`src/hw/rtl/dhcp_option_tlv_parser_defines.svh`:
```
// assertion macros for the dhcp options parser
// no dependencies; expects clk and rst in the scope of each use
`ifndef DHCP_OPTION_TLV_PARSER_DEFINES_SVH
`define DHCP_OPTION_TLV_PARSER_DEFINES_SVH

// same-cycle implication, checked while out of reset
`define DOPT_ASSERT_NOW(label, ante, cons) \
  label: assert property (@(posedge clk) disable iff (rst) (ante) |-> (cons)) \
    else $error("dopt check failed: same-cycle rule");

// next-cycle implication, checked while out of reset
`define DOPT_ASSERT_NEXT(label, ante, cons) \
  label: assert property (@(posedge clk) disable iff (rst) (ante) |=> (cons)) \
    else $error("dopt check failed: next-cycle rule");

`endif

```
`src/hw/rtl/dopt_pkg.sv`:
```
// shared types and constants for the dhcp options parser
// no dependencies
package dopt_pkg;

  // walker phase codes
  localparam logic [2:0] PH_COOKIE  = 3'd0;
  localparam logic [2:0] PH_CODE    = 3'd1;
  localparam logic [2:0] PH_LEN     = 3'd2;
  localparam logic [2:0] PH_PAYLOAD = 3'd3;
  localparam logic [2:0] PH_IGNORE  = 3'd4;

  localparam logic [7:0] CODE_PAD = 8'h00;
  localparam logic [7:0] CODE_END = 8'hFF;
  localparam int         COOKIE_LEN = 4;

  // verdict codes
  localparam logic [2:0] V_PENDING  = 3'd0;
  localparam logic [2:0] V_SUCCESS  = 3'd1;
  localparam logic [2:0] V_BADMAGIC = 3'd2;
  localparam logic [2:0] V_TRUNC    = 3'd3;
  localparam logic [2:0] V_NOEND    = 3'd4;

  typedef struct packed {
    logic [7:0] option_code;
    logic [7:0] option_length;
    logic [7:0] payload_byte;
    logic       payload_valid;
    logic [7:0] payload_index;
    logic       option_done;
    logic [2:0] verdict;
    logic       verdict_final;
  } res_t;

  // magic cookie 63 82 53 63
  function automatic logic [7:0] cookie_byte(input logic [1:0] idx);
    logic [7:0] b;
    case (idx)
      2'd0:    b = 8'h63;
      2'd1:    b = 8'h82;
      2'd2:    b = 8'h53;
      default: b = 8'h63;
    endcase
    return b;
  endfunction

endpackage

```
`src/hw/rtl/dhcp_option_tlv_parser.sv`:
```
// top level of the dhcp options parser: input register, walker, result register
// depends on dopt_pkg, dopt_in_stage, dopt_walker, dopt_out_stage and the defines header
//
//   channel | direction | handshake            | beat payload
//   in      | sink      | in_valid / in_ready   | data_byte, last_byte
//   out     | source    | out_valid / out_ready | option fields, verdict, verdict_final
//
// one beat per cycle unless out stalls; beats go through the input and result registers
// the walker state is updated in the cycle a beat moves from the input to the result register
// rst is synchronous; the parser rearms itself after each beat marked last_byte
// a stalled out channel holds one result and one input beat, then in_ready drops
`include "dhcp_option_tlv_parser_defines.svh"

module dhcp_option_tlv_parser
  import dopt_pkg::*;
(
  input  logic       clk,
  input  logic       rst,
  input  logic       in_valid,
  output logic       in_ready,
  input  logic [7:0] data_byte,
  input  logic       last_byte,
  output logic       out_valid,
  input  logic       out_ready,
  output logic [7:0] option_code,
  output logic [7:0] option_length,
  output logic [7:0] payload_byte,
  output logic       payload_valid,
  output logic [7:0] payload_index,
  output logic       option_done,
  output logic [2:0] verdict,
  output logic       verdict_final
);

  logic       held_valid;
  logic [7:0] held_data;
  logic       held_last;
  logic       room;
  logic       advance;
  res_t       step_res;
  res_t       res_q;
  logic       pay_beat;
  logic       end_final;

  assign advance = held_valid && room;

  dopt_in_stage u_in (
    .clk        (clk),
    .rst        (rst),
    .in_valid   (in_valid),
    .in_ready   (in_ready),
    .data_byte  (data_byte),
    .last_byte  (last_byte),
    .take       (room),
    .held_valid (held_valid),
    .held_data  (held_data),
    .held_last  (held_last)
  );

  dopt_walker u_walk (
    .clk       (clk),
    .rst       (rst),
    .advance   (advance),
    .data_byte (held_data),
    .last_byte (held_last),
    .res       (step_res)
  );

  dopt_out_stage u_out (
    .clk       (clk),
    .rst       (rst),
    .load      (held_valid),
    .res_in    (step_res),
    .room      (room),
    .out_valid (out_valid),
    .out_ready (out_ready),
    .res_out   (res_q)
  );

  assign option_code   = res_q.option_code;
  assign option_length = res_q.option_length;
  assign payload_byte  = res_q.payload_byte;
  assign payload_valid = res_q.payload_valid;
  assign payload_index = res_q.payload_index;
  assign option_done   = res_q.option_done;
  assign verdict       = res_q.verdict;
  assign verdict_final = res_q.verdict_final;

  assign pay_beat  = out_valid && payload_valid;
  assign end_final = out_valid && verdict_final && option_done && option_code == CODE_END;

  `DOPT_ASSERT_NOW(a_payload_code, pay_beat, option_code != CODE_PAD && option_code != CODE_END)
  `DOPT_ASSERT_NOW(a_index_bound, pay_beat, payload_index < option_length)
  `DOPT_ASSERT_NOW(a_verdict_only_final, out_valid && !verdict_final, verdict == V_PENDING)
  `DOPT_ASSERT_NOW(a_end_success, end_final, verdict == V_SUCCESS)

endmodule

```
`src/hw/rtl/dopt_in_stage.sv`:
```
// input register stage of the dhcp options parser
// depends on nothing but the handshake from the result register side
module dopt_in_stage (
  input  logic       clk,
  input  logic       rst,
  input  logic       in_valid,
  output logic       in_ready,
  input  logic [7:0] data_byte,
  input  logic       last_byte,
  input  logic       take,
  output logic       held_valid,
  output logic [7:0] held_data,
  output logic       held_last
);

  // refill whenever empty or the held beat moves on this cycle
  assign in_ready = !held_valid || take;

  always_ff @(posedge clk) begin
    if (rst) begin
      held_valid <= 1'b0;
    end else if (in_ready) begin
      held_valid <= in_valid;
    end
  end

  always_ff @(posedge clk) begin
    if (in_valid && in_ready) begin
      held_data <= data_byte;
      held_last <= last_byte;
    end
  end

endmodule

```
`src/hw/rtl/dopt_walker.sv`:
```
// option record walker: parse state and per-byte result logic
// depends on dopt_pkg
module dopt_walker
  import dopt_pkg::*;
(
  input  logic       clk,
  input  logic       rst,
  input  logic       advance,
  input  logic [7:0] data_byte,
  input  logic       last_byte,
  output res_t       res
);

  logic [2:0] phase, phase_next;
  logic [7:0] cur_code, cur_code_next;
  logic [7:0] cur_len, cur_len_next;
  logic [7:0] bytes_left, bytes_left_next;
  logic [7:0] byte_pos, byte_pos_next;
  logic [2:0] outcome, outcome_next;
  logic [1:0] idx;
  logic [7:0] left_dec;

  assign idx      = byte_pos[1:0];
  assign left_dec = bytes_left - 8'd1;

  always_comb begin
    phase_next      = phase;
    cur_code_next   = cur_code;
    cur_len_next    = cur_len;
    bytes_left_next = bytes_left;
    byte_pos_next   = byte_pos;
    outcome_next    = outcome;
    res             = '0;

    unique case (phase)
      PH_COOKIE: begin
        if (data_byte != cookie_byte(idx)) begin
          outcome_next = V_BADMAGIC;
          phase_next   = PH_IGNORE;
        end else if (idx == 2'(COOKIE_LEN - 1)) begin
          byte_pos_next = '0;
          phase_next    = PH_CODE;
        end else begin
          byte_pos_next = {6'd0, idx} + 8'd1;
        end
      end
      PH_CODE: begin
        res.option_code = data_byte;
        cur_code_next   = data_byte;
        cur_len_next    = '0;
        if (data_byte == CODE_PAD) begin
          res.option_done = 1'b1;
        end else if (data_byte == CODE_END) begin
          res.option_done = 1'b1;
          outcome_next    = V_SUCCESS;
          phase_next      = PH_IGNORE;
        end else begin
          phase_next = PH_LEN;
        end
      end
      PH_LEN: begin
        res.option_code   = cur_code;
        res.option_length = data_byte;
        cur_len_next      = data_byte;
        if (data_byte == 8'd0) begin
          res.option_done = 1'b1;
          phase_next      = PH_CODE;
        end else begin
          bytes_left_next = data_byte;
          byte_pos_next   = '0;
          phase_next      = PH_PAYLOAD;
        end
      end
      PH_PAYLOAD: begin
        res.option_code   = cur_code;
        res.option_length = cur_len;
        res.payload_byte  = data_byte;
        res.payload_valid = 1'b1;
        res.payload_index = byte_pos;
        byte_pos_next     = byte_pos + 8'd1;
        bytes_left_next   = left_dec;
        if (left_dec == 8'd0) begin
          res.option_done = 1'b1;
          phase_next      = PH_CODE;
        end
      end
      default: begin
        // ignore phase and unused codes: option fields stay zero; only the verdict can be set on a last byte
      end
    endcase

    if (last_byte) begin
      res.verdict_final = 1'b1;
      if (outcome_next != V_PENDING) begin
        res.verdict = outcome_next;
      end else if (phase_next == PH_COOKIE) begin
        res.verdict = V_BADMAGIC;
      end else if (phase_next == PH_LEN || phase_next == PH_PAYLOAD) begin
        res.verdict = V_TRUNC;
      end else begin
        res.verdict = V_NOEND;
      end
    end
  end

  // rearm on the final beat of an area
  always_ff @(posedge clk) begin
    if (rst || (advance && last_byte)) begin
      phase      <= PH_COOKIE;
      cur_code   <= '0;
      cur_len    <= '0;
      bytes_left <= '0;
      byte_pos   <= '0;
      outcome    <= V_PENDING;
    end else if (advance) begin
      phase      <= phase_next;
      cur_code   <= cur_code_next;
      cur_len    <= cur_len_next;
      bytes_left <= bytes_left_next;
      byte_pos   <= byte_pos_next;
      outcome    <= outcome_next;
    end
  end

endmodule

```
`src/hw/rtl/dopt_out_stage.sv`:
```
// result register stage of the dhcp options parser
// depends on dopt_pkg
module dopt_out_stage
  import dopt_pkg::*;
(
  input  logic clk,
  input  logic rst,
  input  logic load,
  input  res_t res_in,
  output logic room,
  output logic out_valid,
  input  logic out_ready,
  output res_t res_out
);

  assign room = !out_valid || out_ready;

  always_ff @(posedge clk) begin
    if (rst) begin
      out_valid <= 1'b0;
    end else if (room) begin
      out_valid <= load;
    end
  end

  always_ff @(posedge clk) begin
    if (load && room) begin
      res_out <= res_in;
    end
  end

endmodule
```
`config.mk`:
```
export PLATFORM = sky130hd
export DESIGN_NAME = dhcp_option_tlv_parser
export DESIGN_NICKNAME = d
export VERILOG_FILES = /design/src/hw/rtl/dopt_pkg.sv /design/src/hw/rtl/dhcp_option_tlv_parser.sv /design/src/hw/rtl/dopt_in_stage.sv /design/src/hw/rtl/dopt_walker.sv /design/src/hw/rtl/dopt_out_stage.sv
export VERILOG_INCLUDE_DIRS = /design/src /design/src/hw/rtl
export SDC_FILE = /design/constraint.sdc
export NUM_CORES = 1
export LEC_CHECK = 0
export BUFFER_PORTS_ARGS = -buffer_cell sky130_fd_sc_hd__buf_2
export CAP_MARGIN = 20
export CORE_AREA = 10 10 128 130
export CTS_CLUSTER_DIAMETER = 150
export DETAILED_ROUTE_END_ITERATION = 6
export DIE_AREA = 0 0 138 140
export GPL_TIMING_DRIVEN = 0
export PLACE_DENSITY_LB_ADDON = 0.25
export SETUP_SLACK_MARGIN = 0.2
export SKIP_CTS_REPAIR_TIMING = 1
export SLEW_MARGIN = 20
export SYNTH_ARGS = -nofsm -noshare
export SYNTH_HDL_FRONTEND = slang
export SYNTH_SLANG_ARGS = --single-unit
```
`constraint.sdc`:
```
create_clock -name clk -period 7.8 [get_ports clk]
set_input_delay 0 -clock clk [delete_from_list [all_inputs] [get_ports clk]]
set_output_delay 0 -clock clk [all_outputs]
set_load 0.005 [all_outputs]
```
# Word level (Yosys, flattened, before mapping)
# Cells that the tools add are included.
# op_classes
add_sub_neg	3
multipliers	0
n_div	0
magnitude_cmp	0
eq_ne	12
shifts	0
mux	32
n_bitwise	0
reduce_logical	22
# ops
op	n
$pmux 8 s2	5
$mux 8	5
$mux 3	11
$pmux 8 s3	1
$logic_not 8->1	2
$eq 3x2->1 const B	4
$pmux 3 s4	1
$mux 9	1
$add 8x1->8 const B	1
$eq 8x8->1 const B	1
$ne 8x8->1	1
$sub 8x1->8 const B	1
$logic_not 3->1	2
$pmux 3 s2	1
$reduce_bool 3->1	2
$mux 1	5
$eq 2x2->1 const B	2
$logic_or 1x1->1	4
$ne 2x2->1 const B	2
$reduce_and 2->1	2
$reduce_and 4->1	1
$reduce_bool 2->1	2
$add 2x1->3 const B	1
$eq 3x1->1 const B	1
other kinds (7)	10
# word_totals
regBits	87
latchBits	0
ram_bits	0
rom_bits	0
inputBits	13
output_inout_bits	40
word_cells	87
memories	0

# Longest topological paths before layout
# Gate-level depths: netlist of run 1.
# logic_depth
word_depth	11
depth_mapped	8
mapped_depth_nobuf	7

# Hierarchy
# From an unflattened synthesis of run 1, not the netlist that was laid out.
# hier_totals
cells_unflattened	377
hier_area_um2	4081.4
# by_module_without_submodules
module	instances	cells_each	area_each_um2	seq_area_each_um2
dopt_walker	1	319	2553.7	760.7
dopt_out_stage	1	43	1196.1	1161.1
dopt_in_stage	1	14	325.3	290.3
dhcp_option_tlv_parser	1	1	6.3	0.0

# Worst setup path after synthesis of run 1
# Ideal clock, no wire load.
# synth_timing
path_type	flip-flop to flip-flop
startpoint	register u_out.out_valid
endpoint	register u_walk.outcome[2]
setup_ps	116
t_arrival_ps	2512
slack_ps	5173
path_stages_with_launch	7
n_path_buf	2
period_less_slack_ps	2627
cell_sequence	dfxtp_1 > nand2b_1 > and2_1 > clkbuf_1 > clkbuf_1 > o21ai_0 > and3_1
# synth_via
elab_chain_len	5
# synth_lines
element	line_no	rtl
start: declaration	dopt_out_stage.sv:11	output logic out_valid,
start signal: assignment	dopt_out_stage.sv:22	out_valid <= load;
$logic_not 1->1 (*)	dopt_out_stage.sv:16	assign room = !out_valid || out_ready;
$logic_or 1x1->1 (*)	dopt_out_stage.sv:16	
$logic_and 1x1->1 (*)	dhcp_option_tlv_parser.sv:45	assign advance = held_valid && room;
named net advance	dhcp_option_tlv_parser.sv:39	logic advance;
$logic_and 1x1->1	dopt_walker.sv:108	if (rst || (advance && last_byte)) begin
$logic_or 1x1->1	dopt_walker.sv:108	
end signal: assignment	dopt_walker.sv:121	outcome <= outcome_next;
end: declaration	dopt_walker.sv:19	logic [2:0] outcome, outcome_next;
# Mark *: on every way through the listed nets, which the timed path passes. The rest lies on a longest branch.
# A chain may end at the register's enable or synchronous reset.

# Worst setup path after layout of run 1
# layout_timing
startpoint	register u_in.held_data[2]
endpoint	register u_walk.bytes_left[0]
# layout_via
elab_chain_len	3
# layout_lines
element	line_no	rtl
start: declaration	dopt_in_stage.sv:12	output logic [7:0] held_data,
start signal: assignment	dopt_in_stage.sv:29	held_data <= data_byte;
$logic_not 8->1	dopt_walker.sv:65	if (data_byte == 8'd0) begin
$ne 2x2->1 (no source line)	n/a	
$reduce_and 3->1 (no source line)	n/a	
end signal: assignment	dopt_walker.sv:119	bytes_left <= bytes_left_next;
end: declaration	dopt_walker.sv:17	logic [7:0] bytes_left, bytes_left_next;
# Every way passes these cells.

==> out/qor.yml, run 1 <==
wl_per_cell_um: 15.82
syn-num-nets: 409
cts_root_buffer: "clkbuf_16"
drv_slew: 0
peakVddDrop_mv: 0.1067
synthArstFlopShare: 0
tightest_slew_ns: 0.8927
core_mm2: 0.01377
regToRegSetupSlack_ns: 4.92
dr.pass1.iters: 5
setup_viol: 0
synthDistinctLibCells: 50
p_per_area_mw_per_mm2: 208.9
hpwl_mm: 7.371
io_buffers: 52
placedInstanceArea_mm2: 0.004558
totalWireLength_mm: 10.30
post-route-min-period_ns: 2.885
fmax_mhz: 346.7
synth_edf_count: 47
period_share: 0.3698
endpoint_kind: "register"
worst-path-max-fanout: 10
synth.top_cell.area_share: 0.3490
whs_path_depth: 4
grt_pass1_vias: 3160
p_sw_frac: 0.2369
rsz0062_at_grt: "false"
area_growth_pct: 23.02
netlist_area_mm2: 0.004044
grt_max_degree: 27
worstSetupPathType: "reg -> reg"
r2r-end: "u_walk.bytes_left[0]$_SDFFE_PP0P_"
arrival_ns: 3.14
routed_via_density: 5.002
clock_power_share: 0.415
cts_tree: "done"
place_congestion: 0.8472
skew_ns: 0.007129
syn_inst: 391
antenna_found_initial: 0
status: "complete, but fails checks"
yosys.area.top_type: "edfxtp_1"
p_comb_frac: 0.099
final_antenna_net_count: 0
holdWs_ns: -0.03706
die_y_um: 140
ys_ff_latch: 87
synth_area_leaders: "edfxtp_1 35%, dfxtp_1 20%, nor2_1 5.3%"
grt_use_total: 0.1026
nets: 484
ys.warnings.count: 0
initial_utilization: 0.2936
dieArea_mm2: 0.01932
holdPathEnd: "u_out.out_valid$_SDFFE_PP0P_"
fin_ws_ns: 4.915
chipWidth_um: 138
n_antenna_cell: 0
violations: "negative hold slack"
drc_errors: 0
io_pins: 53
cts_sinks: 87
drive_gt1_frac: 0.1720
vias: 3256
fin_util: 0.3612
clock_path_buffers: 2
p_int_uw: 792.8
ys.flop_type: "edfxtp_1"
row_count: 43
syn_area_per_cell_um2: 10.34
grt_pass1_wl_mm: 16.26
rr_startpoint: "u_in.held_data[2]$_DFFE_PP_"
clk_pin_slew_ns: 0.07
pwr-share-seq: 0.486
htreeDepth: 3
maxCapViolCount: 0
cp-start-kind: "register"
first_iter_violations: 224
fin_area_mm2: 0.004975
max-slew-margin-rel: 0.4022
hold_start: "out_ready"
hold_class: "in -> reg"
p_switching_uw: 246.2
yosysSeqAreaShare: 0.5470
dp_slack_ns: 5.066
worstPathRequired_ns: 8.06
clock_latency_ns: 0.34
power.leakage_uw: 0.001807
hold_viol: 1
cts-buffers-inserted: 9
r2r_cells: 7
grt_overflow_total: 0
fin_setup_tns_ns: 0
## synth_stat cells (all sizes together) (3+ instances only)
cell type  instances
or3                3
and2               6
xor2               3
and3              17
nand4              5
ha                 5
dfxtp             40
a31oi              5
a21oi             24
or4                7
nor4               4
o21ai             15
o31ai              8
mux2i             17
buf                5
nor2              57
nor2b              5
o211ai             4
clkbuf            24
nand2             19
inv               10
a22oi             15
xnor2              3
edfxtp            47
a211oi            10
nand3             10
## critical path, stage by stage (launching register included)
cell and delay, ns:
edfxtp_1 0.32, clkbuf_1 0.50, nor4_1 0.25, and2_1 0.26
a211oi_1 0.57, clkbuf_1 0.46, nand3_1 0.24, a31oi_1 0.20
## cell usage in the layout (no fill, tap or decap), types with 3 or more instances in the layout
| cell type | synthesis | routed |
|---|---|---|
| a211oi_1 | 8 | 8 |
| a21oi_1 | 24 | 24 |
| a22oi_1 | 15 | 15 |
| a31oi_1 | 5 | 5 |
| and2_1 | 6 | 6 |
| and3_1 | 17 | 17 |
| buf_2 | 1 | 53 |
| clkbuf_1 | 24 | 24 |
| clkbuf_16 | 0 | 9 |
| dfxtp_1 | 40 | 40 |
| dlygate4sd3_1 | 0 | 11 |
| edfxtp_1 | 47 | 47 |
| ha_1 | 5 | 5 |
| inv_1 | 10 | 10 |
| mux2i_1 | 17 | 17 |
| nand2_1 | 19 | 19 |
| nand3_1 | 10 | 10 |
| nand4_1 | 5 | 5 |
| nor2_1 | 57 | 57 |
| nor2b_1 | 5 | 5 |
| nor4_1 | 4 | 3 |
| o211ai_1 | 4 | 4 |
| o21ai_0 | 15 | 15 |
| o31ai_1 | 8 | 8 |
| or3_1 | 3 | 3 |
| or4_1 | 7 | 7 |
| xnor2_1 | 3 | 3 |
| xor2_1 | 3 | 3 |
## per-layer routing
| layer | routed length [um] | share of wire | global-route usage |
|---|---|---|---|
| met5 | 0 | 0 | 0 |
| met4 | 143 | 0.014 | 0.03330 |
| met2 | 4875 | 0.47 | 0.1624 |
| met3 | 576 | 0.056 | 0.03448 |
| met1 | 4707 | 0.46 | 0.1283 |
## cells by family after synthesis
| kind of cell | Yosys count | share of synthesized area |
|---|---|---|
| AO/OA/AOI/OAI | 91 | 0.1547 |
| XOR/XNOR | 6 | 0.01300 |
| adder cells (fa/ha/maj) | 5 | 0.01547 |
| buffers and inverters | 39 | 0.04022 |
| flip-flops | 87 | 0.5470 |
| multiplexers | 18 | 0.04486 |
| AND/OR/NAND/NOR | 145 | 0.1847 |
## worst max path at each step
stage	to	start	cells after the start
2_1_floorplan	u_walk.outcome[2]$_SDFFE_PP0P_	u_out.out_valid$_SDFFE_PP0P_	6
3_3_place_gp	u_walk.outcome[2]$_SDFFE_PP0P_	u_out.out_valid$_SDFFE_PP0P_	6
3_5_place_dp	u_walk.bytes_left[0]$_SDFFE_PP0P_	u_in.held_data[3]$_DFFE_PP_	7
4_1_cts	u_out.res_out[1]$_SDFFCE_PN0P_	u_walk.bytes_left[0]$_SDFFE_PP0P_	7
5_1_grt	u_walk.bytes_left[0]$_SDFFE_PP0P_	u_in.held_data[2]$_DFFE_PP_	7
6_report	u_walk.bytes_left[0]$_SDFFE_PP0P_	u_in.held_data[2]$_DFFE_PP_	7
## registers in the layout (all words and copies together) (netlist names), 3 cells and up
name	count
u_out.res_out	38
u_in.held_data	8
u_walk.byte_pos	8
u_walk.bytes_left	8
u_walk.cur_code	8
u_walk.cur_len	8
u_walk.outcome	3
u_walk.phase	3
## power groups by stage
stage                     Sequential, uW  Clock [uW]  Combinational, uW
after floorplan                      516           0               60.4
after global placement               515           0               96.0
after detailed placement             515           0               99.2
after CTS                            505         440               99.7
after global routing                 506         459                115
final                                505         431                103
## metrics by stage
| step | instances | power, uW |
|---|---|---|
| after floorplan | 391 | 576.5 |
| after global placement | 623 | 611.3 |
| after detailed placement | 624 | 614.2 |
| after CTS | 640 | 1044 |
| after global routing | 651 | 1080 |
| final | 651 | 1039 |
## final cells by class
class	instances	area, um^2
inverter	10	37.54
clock buffer	11	242.7
fill	1424	8798
timing repair buffer	64	397.9
buffer	29	126.4
tap	180	225.2
clock inverter	5	57.56
sequential	87	2212
multi-input combinational	265	1675
Note: power is estimated with default switching activity, not from simulation.
==> run 2: changes to the inputs <==
Clock period 7.8 ns to 2.85 ns, I/O delays scaled along.
==> run 2 against run 1 <==
Net effect: the flow still finishes with violations (negative hold slack); sequential cell count is the same; die area did not move; sequential power rose to 2.7 times the previous value; combinational power rose to 2.8 times the previous value; clock skew down 0.00054 ns; global-route usage did not move; via count is essentially flat; final area grew 0.93%; count of clock-buffer cells in the layout did not move; non-clock buffer count is 4 higher; clock power grew to 2.7 times the previous value; fmax increased by 15%; critical endpoint unchanged; highest routed layer unchanged.
==> out/qor.yml, run 2 (synthesized netlist as in run 1, its figures left out) <==
clk_pin_slew_ns: 0.06  # about the same
totalWireLength_mm: 10.31  # about the same
top_register: "u_out.res_out"
path_cells: "clkbuf_1 > nor4_1 > and2_1 > a211oi_1 > clkbuf_2 > nand3_1 > a31oi_1"
fillCellCount: 1422  # -0.14%
wl_per_cell_um: 15.73  # -0.57%
vias: 3257  # +0.031%
total_power_uw: 2846  # +170%
holdWs_ns: -0.03361  # +0.003446 ns
initial_utilization: 0.2936  # unchanged
post-route-min-period_ns: 2.498  # -0.3862 ns
grt_max_degree: 27  # unchanged
hold_class: "in -> reg"
cts_sinks: 87  # unchanged
power.leakage_uw: 0.001849  # +2.3%
rsz0062_at_grt: "true"
final_antenna_net_count: 0  # unchanged
area_growth_pct: 24.16
layout_common_cells: "57 x nor2_1, 53 x buf_2, 47 x edfxtp_1"
cts-buffers-inserted: 9  # unchanged
maxCapViolCount: 0  # unchanged
fmax_mhz: 400.3  # +15%
max-slew-margin-rel: 0.5329  # +0.1307
p_comb_frac: 0.100  # about the same
setup_viol: 0  # unchanged
worstPathRequired_ns: 3.11  # -4.95 ns
fin_util: 0.3646  # +0.003361
p_switching_uw: 672.4  # +170%
grt_pass1_wl_mm: 16.26  # unchanged
dr.pass1.iters: 6  # +1
hold_viol: 1  # unchanged
slowest_stage: "a211oi_1"
clock_latency_ns: 0.33  # about the same
io_pins: 53  # unchanged
endpoint_kind: "register"
n_antenna_cell: 0  # unchanged
hpwl_mm: 7.371  # unchanged
grt_use_total: 0.1026  # unchanged
nets: 488  # +0.83%
p_per_area_mw_per_mm2: 566.7  # +170%
p_sw_frac: 0.2363  # -0.0006200
row_count: 43  # unchanged
worstSetupPathType: "reg -> reg"
cts_root_buffer: "clkbuf_16"
antenna_found_initial: 0  # unchanged
io_buffers: 52  # unchanged
skew_ns: 0.006592  # -0.0005363 ns
layout_commonest_cell: "nor2_1"
peakVddDrop_mv: 0.2902  # +170%
chipWidth_um: 138  # unchanged
path_buf_inv: 2  # unchanged
dp_cells: 624  # unchanged
cp-start-kind: "register"
drv_slew: 0  # unchanged
cp_top_family: "buffers and inverters"
core_mm2: 0.01377  # unchanged
status: "complete, but fails checks"
routed_via_density: 4.973  # -0.58%
drive_gt1_frac: 0.1958  # +0.02381
tightest_slew_ns: 0.6948  # -0.1979 ns
htreeDepth: 3  # unchanged
place_congestion: 0.8472  # unchanged
cpPeakStageDelay_ns: 0.51  # -0.06 ns
grt_pass1_vias: 3160  # unchanged
fin_setup_tns_ns: 0  # unchanged
pwr-share-seq: 0.486  # about the same
clock_path_buffers: 2  # unchanged
drc_errors: 0  # unchanged
p_int_uw: 2173  # +170%
worst-path-max-fanout: 10  # unchanged
arrival_ns: 2.76  # -0.38 ns
final_cells: 655  # +0.61%
period_share: 0.8766  # +0.5068
violations: "negative hold slack"
die_y_um: 140  # unchanged
largest_reg_flops: 38  # unchanged
grt_overflow_total: 0  # unchanged
first_iter_violations: 262  # +17%
dieArea_mm2: 0.01932  # unchanged
clock_power_share: 0.414  # about the same
cts_tree: "done"
[run 2: cell types whose count changed in the layout (fill, tap and decap cells not counted), sizes merged]
| cell | before | now |
|---|---|---|
| buf | 58 | 62 |
[run 2: area by class of cell]
cell class,count,area (um^2),share of cell area
tap,180,225.2,0.04485
inverter,10,37.54,0.007476
timing repair buffer,68,427.9,0.08522
sequential,87,2212,0.4406
clock buffer,11,242.7,0.04834
multi-input combinational,265,1684,0.3354
clock inverter,5,57.56,0.01146
buffer,29,133.9,0.02666
[run 2: worst reg2reg max path, cell delays in order (launching register included)]
cell	delay (ns)
edfxtp_1	0.32
clkbuf_1	0.41
nor4_1	0.19
and2_1	0.26
a211oi_1	0.51
clkbuf_2	0.35
nand3_1	0.19
a31oi_1	0.20
[run 2: worst paths after layout]
check / end / slack [ns] / from / cells after the start
setup reg to reg: u_walk.bytes_left[0]$_SDFFE_PP0P_ / 0.35 / u_in.held_data[4]$_DFFE_PP_ / 7
setup / recovery: u_walk.bytes_left[0]$_SDFFE_PP0P_ / 0.35 / u_in.held_data[4]$_DFFE_PP_ / 7
hold / removal: u_out.out_valid$_SDFFE_PP0P_ / -0.03 / out_ready / 4
hold reg to reg: u_walk.cur_len[0]$_SDFFE_PP0P_ / 0.46 / u_walk.cur_len[0]$_SDFFE_PP0P_ / 2
[run 2: layer usage]
layer  GRT usage  wire length [um]
met5           0                 0
met4     0.03330                93
met3     0.03448               481
met2      0.1624              4993
met1      0.1283              4738
[run 2: per-stage QoR]
step,setup slack [ns],instance area (um^2)
5_1_grt,0.1477,5021
3_5_place_dp,0.1165,4558
6_report,0.3516,5021
4_1_cts,0.08531,4858
2_1_floorplan,0.2226,4044
3_3_place_gp,-0.6485,4529
[run 2: power groups by stage]
stage	logic, uW	clock network, uW	registers (uW)
6_report	286	1180	1380
5_1_grt	318	1260	1390
4_1_cts	273	1200	1380
3_5_place_dp	271	0	1410
3_3_place_gp	263	0	1410
2_1_floorplan	165	0	1410
